## config.mk

```make
export PLATFORM = sky130hd
export DESIGN_NAME = ptac_pixel_calc
export DESIGN_NICKNAME = d
export VERILOG_FILES = /design/src/rtl/core/ptac_pkg.sv /design/src/rtl/core/ptac_pixel_calc.sv
export SDC_FILE = /design/constraint.sdc
export NUM_CORES = 1
export LEC_CHECK = 0
export BUFFER_PORTS_ARGS = -buffer_cell sky130_fd_sc_hd__buf_2
export CAP_MARGIN = 20
export CORE_AREA = 3 3 241 125
export DETAILED_ROUTE_END_ITERATION = 6
export DIE_AREA = 0 0 244 128
export GPL_TIMING_DRIVEN = 0
export PLACE_DENSITY_LB_ADDON = 0.3
export SYNTH_ARGS = -nofsm -noshare
export SYNTH_HDL_FRONTEND = slang
export SYNTH_SLANG_ARGS = --single-unit
```

## constraint.sdc

```tcl
create_clock -name vclk -period 6
set_clock_uncertainty 0.05 [all_clocks]
set_input_delay 0.3 -clock vclk [all_inputs]
set_output_delay 0.3 -clock vclk [all_outputs]
set_load 0.01 [all_outputs]
```

## src/rtl/core/ptac_pkg.sv

```systemverilog
`timescale 1ns / 1ps
// shared types, codes and colour arithmetic for the palette texel converter
package ptac_pkg;

    localparam int PALETTE_ENTRIES = 256;
    localparam int PALETTE_BANKS   = 5;

    // operation codes on the input channel
    localparam logic [1:0] OP_PAL_WRITE = 2'd0;
    localparam logic [1:0] OP_INDEXED   = 2'd1;
    localparam logic [1:0] OP_TRUECOLOR = 2'd2;

    // configuration register indexes
    localparam logic [1:0] CFG_BRIGHTNESS = 2'd0;
    localparam logic [1:0] CFG_ALPHA_MAP  = 2'd1;
    localparam logic [1:0] CFG_ILLUM_MAP  = 2'd2;

    localparam logic [2:0]  LEVEL_MAX    = 3'd4;
    localparam logic [4:0]  SCALE_BASE   = 5'd12;
    localparam logic [7:0]  ILLUM_ON     = 8'h7f;
    localparam logic [7:0]  ALPHA_OPAQUE = 8'hff;
    localparam logic [24:0] R5_GAIN      = 25'd539086;
    localparam logic [24:0] G6_GAIN      = 25'd265264;
    localparam logic [24:0] ROUND_HALF   = 25'd32768;

    typedef logic [15:0] rgb565_t;

    // pixel word held between the palette read and the colour stage
    typedef struct packed {
        logic        indexed;
        logic [7:0]  alpha_value;
        logic [7:0]  illum_value;
        logic [31:0] true_color;
        logic        last_pixel;
    } item_t;

    // configuration as the colour stage sees it, level already saturated
    typedef struct packed {
        logic       alpha_map;
        logic       illum_map;
        logic [2:0] level;
    } mode_t;

    typedef struct packed {
        logic [31:0] pixel_argb;
        logic [7:0]  illum_level;
        logic        illum_hit;
    } calc_t;

    // 5-bit channel to 8 bits with rounding
    function automatic logic [7:0] expand5(input logic [4:0] c);
        logic [24:0] prod;
        prod = 25'(c) * R5_GAIN + ROUND_HALF;
        return prod[23:16];
    endfunction

    // 6-bit channel to 8 bits with rounding
    function automatic logic [7:0] expand6(input logic [5:0] c);
        logic [24:0] prod;
        prod = 25'(c) * G6_GAIN + ROUND_HALF;
        return prod[23:16];
    endfunction

    // channel times mult / 16, truncated to 8 bits
    function automatic logic [7:0] scale_ch(input logic [7:0] v, input logic [4:0] mult);
        logic [12:0] prod;
        prod = 13'(v) * 13'(mult);
        return prod[11:4];
    endfunction

endpackage

```

## src/rtl/core/ptac_pixel_calc.sv

```systemverilog
`timescale 1ns / 1ps
// colour stage: classification, rgb565 expansion and channel scaling
module ptac_pixel_calc (
    input  ptac_pkg::item_t                                    item,
    input  ptac_pkg::mode_t                                    mode,
    input  logic [ptac_pkg::PALETTE_BANKS-1:0][15:0]           bank_data,
    output ptac_pkg::calc_t                                    res
);

    ptac_pkg::rgb565_t c4;
    ptac_pkg::rgb565_t c8;
    ptac_pkg::rgb565_t disp;
    logic              dark;
    logic              alpha_ok;
    logic              hit;
    logic [4:0]        mult;
    logic [7:0]        tc_a;
    logic [7:0]        tc_illum;
    logic [7:0]        idx_a;

    always_comb
    begin
        c4   = bank_data[0];
        c8   = bank_data[ptac_pkg::PALETTE_BANKS-1];
        disp = bank_data[mode.level];

        dark     = (c4[15:11] <= 5'd8) && (c4[10:5] <= 6'd16) && (c4[4:0] <= 5'd8);
        alpha_ok = !mode.alpha_map || (item.alpha_value == ptac_pkg::ALPHA_OPAQUE);
        hit      = !dark && alpha_ok && (c4 == c8);
        idx_a    = (!mode.alpha_map || hit) ? ptac_pkg::ALPHA_OPAQUE : item.alpha_value;

        mult     = ptac_pkg::SCALE_BASE + 5'(mode.level);
        tc_a     = item.true_color[31:24];
        tc_illum = (mode.illum_map && (tc_a == ptac_pkg::ALPHA_OPAQUE)) ?
                   item.illum_value : 8'd0;

        if (item.indexed)
        begin
            res.pixel_argb  = {idx_a, ptac_pkg::expand5(disp[15:11]),
                               ptac_pkg::expand6(disp[10:5]), ptac_pkg::expand5(disp[4:0])};
            res.illum_level = hit ? ptac_pkg::ILLUM_ON : 8'd0;
            res.illum_hit   = hit;
        end
        else
        begin
            // lit texels keep their colour, the rest are scaled by the brightness level
            if (tc_illum != 8'd0)
            begin
                res.pixel_argb = item.true_color;
            end
            else
            begin
                res.pixel_argb = {tc_a,
                                  ptac_pkg::scale_ch(item.true_color[23:16], mult),
                                  ptac_pkg::scale_ch(item.true_color[15:8], mult),
                                  ptac_pkg::scale_ch(item.true_color[7:0], mult)};
            end
            res.illum_level = tc_illum;
            res.illum_hit   = 1'b0;
        end
    end

endmodule

```

==> results of run 1 <==
routing by layer:
metal	part of all wire (%)	vias up	routed length (um)	GRT usage, %
li1	-	3613	-	-
met1	42	3570	10400	18.34
met2	51	167	12560	28.67
met3	4.5	35	1101	1.233
met4	2.6	0	630	3.068
met5	0	-	0	0
report_power, final:
part	leakage, nW	total, mW	switching (mW)	internal (mW)
clock network	0.0000127	0.0000000447	0	0.0000000446
registers	0	0	0	0
logic	4.38	1.22	0.699	0.519
total	4.38	1.22	0.699	0.519
cells by family (layout without fill, tap and decap cells):
family | count (synthesis) | count (layout) | share of synthesized area [%]
compound gates | 226 | 226 | 22.86
xor+xnor | 65 | 65 | 8.115
fa+ha+maj | 176 | 176 | 35.67
buf+inv | 119 | 296 | 6.527
mux | 37 | 37 | 5.743
other cells | 0 | 2 | 0
simple gates | 281 | 281 | 21.08
Yosys cell counts (5+ instances only):
master      n  area [um^2]
and2_1     40        250.2
fa_1       40        800.8
o31ai_1    10        75.07
a21o_1     33        247.7
nor4_1     11        68.82
clkbuf_1   48        180.2
or2_2       9        56.30
nand3_1    17        85.08
o21ai_0    22        110.1
o22ai_1     8        50.05
nor2_1     49        183.9
nand4_1    11        68.82
a211oi_1   13        97.59
and3_1      8        50.05
o21a_1      7        52.55
o22a_1     14        122.6
mux2i_1    29        290.3
nor2b_1    27        168.9
o21ai_1     7        35.03
ha_1      136         1702
xor2_1     32        280.3
nor3_1     24        120.1
o211a_1     5        50.05
a31oi_1     7        43.79
xnor2_1    33        289.0
a22oi_1     6        45.04
a21oi_1    57        285.3
nand2_1    62        232.7
inv_1      61        229.0
worst max-delay path, stage by stage:
cell and delay, ns:
buf_2 0.17, clkbuf_2 0.26, clkbuf_2 0.34, clkbuf_2 0.34, nor2b_1 0.11, ha_1 0.30, ha_1 0.28, inv_1 0.05
fa_1 0.54, inv_1 0.04, ha_1 0.27, and4_1 0.19, a31oi_1 0.27, o21bai_2 0.15, a2111oi_4 0.44, o31ai_2 0.14
and3_1 0.21, mux2_1 0.32, o31ai_1 0.27, a22oi_1 0.17, buf_2 0.20
cells in the final DEF (no fill, tap or decap), types with 5 or more instances in the layout:
cell	count
nor2_1	49
a21oi_1	54
fa_1	40
nand3_1	17
a211oi_1	11
o21a_1	7
a22oi_1	6
nor3_1	21
clkbuf_2	6
o31ai_1	7
clkbuf_1	40
and2_1	40
inv_1	61
or2_2	9
mux2i_1	28
and3_1	8
o21ai_0	21
xor2_1	31
o22a_1	13
buf_2	177
xnor2_1	33
o211a_1	5
a31oi_1	7
nand4_1	11
ha_1	136
nand2_1	62
a21o_1	33
nor2b_1	26
nor4_1	10
o21ai_1	8
how the worst min path moves through the flow:
stage	from	endpoint	slack (ns)
floorplan	item[33]	res[1]	0.68
global placement	item[37]	res[5]	0.85
detailed placement	item[36]	res[4]	0.85
CTS	item[36]	res[4]	0.85
global route	item[36]	res[4]	0.87
finish	item[36]	res[4]	0.85
area by class of cell:
cell class                 count  share of cell area, %
inverter                      63                  2.754
multi-input combinational    785                  78.07
tap                          382                  5.566
timing repair buffer         178                  10.46
buffer                        55                  3.089
antenna                        2                0.05828
stage by stage:
| step | utilization, % | cell area [um^2] | TNS (ns) | std cells |
|---|---|---|---|---|
| 5_1_grt | 30.92 | 8584 | -0.09093 | 1464 |
| 4_1_cts | 30.30 | 8412 | 0 | 1460 |
| 6_report | 30.93 | 8587 | 0 | 1465 |
| 3_5_place_dp | 30.15 | 8369 | -4.729 | 1461 |
| 2_1_floorplan | - | 7015 | 0 | 904 |
| 3_3_place_gp | 30.15 | 8369 | -3.674 | 1461 |
repair_timing:
action                                  CTS  global route
setup buffers                             0             3
endpoints found under the setup margin   16            13
resized for setup                        17            37
pin swaps                                 0             2
==> results.json, run 1 <==
{
  "worst_pin_slew_ns": 1.035,
  "area.growth.synth_to_final_pct": 22.40,
  "multi_input_area_um2": 6704,
  "finalWirelength_um": 24700,
  "path_class": "primary input to output port",
  "die_width_um": 244,
  "drt_iter0_drc": 410,
  "holdBufCountCts": 0,
  "final.fill_count": 3020,
  "grt_usage_pct": 14.95,
  "dp_slack_ns": -0.6717,
  "ys_warn_count": 0,
  "syn_nets": 1215,
  "finalCritPeriodShare_pct": 95.30,
  "fmax_mhz": 174.9,
  "seq_area_frac_synth_pct": 0,
  "relSlewSlack_pct": 31.00,
  "hold_viol": 0,
  "core_area_um2": 27760,
  "ff_latch_area_um2": 0,
  "first_pass_iters": 5,
  "rsz0062_at_grt": "yes",
  "gp_congestion": 0.9350,
  "grt_max_degree": 11,
  "wire_per_inst_um": 16.86,
  "rows": 43,
  "nets": 1394,
  "dpl.hpwl_um": 21190,
  "setup_viol": 0,
  "arrival_ns": 5.37,
  "holdWs_ns": 0.8477,
  "fin_ws_ns": 0.2822,
  "cap_violations": 0,
  "grt_remaining_overflow": 0,
  "portBuffers": 175,
  "hold_depth": 3,
  "grt_pass1_vias": 7413,
  "drive_above_1_share_pct": 22.57,
  "critPathLaunch": "mode[2]",
  "p_leak_nw": 4.378,
  "hold_class": "primary input to output port",
  "detail-route-antenna-nets": 0,
  "status": "complete, no violations",
  "power.total_mw": 1.219,
  "slew_violations": 0,
  "antenna_found_initial": 2,
  "vias": 7385,
  "viasPerCell": 5.041,
  "worst_setup_path_end_kind": "output port",
  "worstPathRequired_ns": 5.65,
  "endpoint": "res[24]",
  "ir_drop_v": 0.00004553,
  "crit_fanout": 10,
  "synth_cells": 904,
  "fp.dieArea_um2": 31230,
  "syn_avg_cell_area_um2": 7.760,
  "drc": 0,
  "io_pins": 176,
  "fin_crit_ns": 5.718,
  "synth_cell_types": 75,
  "cp-start-kind": "primary input",
  "die_y_um": 128,
  "powerDensity_nw_per_um2": 141.9,
  "grt_pass1_wl_um": 38320,
  "flops_and_latches": 0,
  "num-clock-buffers": 0,
  "initial_utilization_pct": 25.27,
  "syn_area_um2": 7015
}
Note: power is estimated with default switching activity, not from simulation.
==> run 2, diff against run 1 <==
--- a/config.mk
+++ b/config.mk
@@ -7,9 +7,9 @@
 export LEC_CHECK = 0
 export BUFFER_PORTS_ARGS = -buffer_cell sky130_fd_sc_hd__buf_2
 export CAP_MARGIN = 20
-export CORE_AREA = 3 3 241 125
+export CORE_AREA = 2 2 240 124
 export DETAILED_ROUTE_END_ITERATION = 6
-export DIE_AREA = 0 0 244 128
+export DIE_AREA = 0 0 242 126
 export GPL_TIMING_DRIVEN = 0
 export PLACE_DENSITY_LB_ADDON = 0.3
 export SYNTH_ARGS = -nofsm -noshare
==> constraint.sdc (replaced) <==
create_clock -name vclk -period 6.1
set_clock_uncertainty 0.05 [all_clocks]
set_input_delay 0.305 -clock vclk [all_inputs]
set_output_delay 0.305 -clock vclk [all_outputs]
set_load 0.01 [all_outputs]
==> run 2 against run 1 <==
Against the previous run:
- first-iteration DRC count is 34% higher
- core utilization decreased by 0.91 points
- wire length up 7.2%
- non-clock buffer count fell by 3
- setup slack got worse by 0.054 ns
- sequential share of layout area did not move
- flip-flop and latch count stayed put
- power rose by 1.7%
==> results.json, run 2 (synthesis results as in run 1) <==
{
  "holdPathEnd": "res[4]",
  "arrival_ns": 5.52,
  "p_int_mw": 0.5093,
  "crit_chain": "buf_2 > buf_6 > buf_6 > buf_6 > mux2i_1 > nor2_1 > a21oi_1 > o22a_2 > inv_1 > fa_1 > ha_1 > fa_1 > ha_1 > a21o_1 > a211o_1 > o211a_1 > o311a_1 > ha_1 > nand2_1 > a21oi_1 > or4_1 > a21oi_2 > buf_2",
  "core_area_um2": 28410,
  "hold_class": "primary input to output port",
  "ir_drop_v": 0.00004899,
  "ff_latch_area_um2": 0,
  "finalCritPeriodShare_pct": 96.25,
  "power_frac_comb_pct": 100.0,
  "holdWs_ns": 0.8612,
  "worstHoldStart": "item[36]",
  "flops_and_latches": 0,
  "area.growth.synth_to_final_pct": 21.56,
  "worst_pin_slew_ns": 1.070,
  "num-clock-buffers": 0,
  "grt_remaining_overflow": 0,
  "grt_pass1_wl_um": 40780,
  "portBuffers": 175,
  "die_y_um": 126,
  "worst_setup_path_end_kind": "output port",
  "die_width_um": 242,
  "fin_crit_ns": 5.872,
  "grt_pass1_vias": 6851,
  "placed_cells": 1470,
  "final.fill_count": 3133,
  "p_sw_share_pct": 58.88,
  "power.total_mw": 1.239,
  "hold_depth": 3,
  "drc": 0,
  "final_cell_mix": "178 x buf_2, 136 x ha_1, 61 x inv_1, 61 x nand2_1, 54 x a21oi_1",
  "powerDensity_nw_per_um2": 145.3,
  "detail-route-antenna-nets": 0,
  "wire_per_inst_um": 18.03,
  "n_antenna_cell": 0,
  "nets": 1391,
  "grt_max_degree": 11,
  "setup-tns-final_ns": 0,
  "pwr-share-seq_pct": 0,
  "first_pass_iters": 5,
  "dpl.hpwl_um": 23360,
  "grt_usage_pct": 16.94,
  "cp-start-kind": "primary input",
  "rows": 44,
  "viasPerCell": 4.915,
  "vias": 7220,
  "multi_input_area_um2": 6669,
  "gp_congestion": 0.9185,
  "path_class": "primary input to output port",
  "fmax_mhz": 170.3,
  "instances_no_fill": 1469,
  "io_pins": 176,
  "switching_power_mw": 0.7294,
  "hold_viol": 0,
  "drt_iter0_drc": 550,
  "slew_violations": 0,
  "fp.dieArea_um2": 30490,
  "cap_violations": 0,
  "p_leak_nw": 4.344,
  "slowest_stage": "or4_1",
  "finalWirelength_um": 26490,
  "initial_utilization_pct": 24.70,
  "worstPathRequired_ns": 5.74,
  "power_frac_clock_pct": 0,
  "setup_viol": 0,
  "layout_commonest_cell": "buf_2",
  "relSlewSlack_pct": 28.64,
  "crit_fanout": 10,
  "rsz0062_at_grt": "no",
  "status": "complete, no violations",
  "drive_above_1_share_pct": 21.99,
  "cts_setup_buffers": 0,
  "antenna_found_initial": 1,
  "critPathMaxStageDelay_ns": 0.57
}
[run 2: cell count changes in the layout (fill, tap and decap cells not counted), sizes merged]
cell / before / now
diode: 2 / 0
clkbuf: 49 / 48
buf: 184 / 182
[run 2: final cells by class]
class / count / area share [%]
Tap cell: 391 / 5.736
Timing Repair Buffer: 175 / 10.27
Inverter: 63 / 2.773
Buffer: 55 / 3.022
Multi-Input combinational cell: 785 / 78.20
[run 2: worst max-delay path, delay by kind of cell]
family / cells / cell delay, ns
AOI/OAI and AO/OA: 8 / 1.52
adders and majority gates: 5 / 1.76
buffers and inverters: 6 / 0.93
muxes: 1 / 0.22
and+or+nand+nor: 3 / 0.75
[run 2: stage by stage]
stage,area [um^2],worst slack [ns],util [%]
5_1_grt,8528,0.009544,30.02
3_3_place_gp,8381,-0.5487,29.50
6_report,8528,0.2285,30.02
3_5_place_dp,8381,-0.5613,29.50
2_1_floorplan,7015,0.6369,-
4_1_cts,8437,0.03345,29.70
[run 2: timing repair]
item	in CTS	in global routing
endpoints found under the setup margin	18	11
resized for setup	19	31
hold buffers	0	0
pin swaps	0	1
[run 2: metal layers]
layer / track usage, % / vias up / wire length (um)
met5: 0 / - / 0
met4: 1.743 / 0 / 350
met3: 2.110 / 16 / 1508
met2: 24.02 / 196 / 10250
met1: 27.38 / 3394 / 14370
li1: - / 3614 / -
[run 2: how the worst max path moves through the flow]
stage	end	startpoint	depth (start not counted)	slack, ns
after floorplan	res[13]	mode[0]	20	0.64
after global placement	res[13]	mode[0]	22	-0.55
after detailed placement	res[13]	mode[0]	22	-0.56
after CTS	res[28]	mode[0]	23	0.03
after global routing	res[12]	mode[0]	28	0.01
final	res[28]	mode[0]	23	0.23
[run 2: power by group through the flow]
stage	sequential, mW	clock, mW	combinational, mW
after global routing	0	0	1.38
after global placement	0	0	1.19
after CTS	0	0	1.21
after floorplan	0	0	0.808
after detailed placement	0	0	1.19
final	0	0	1.24
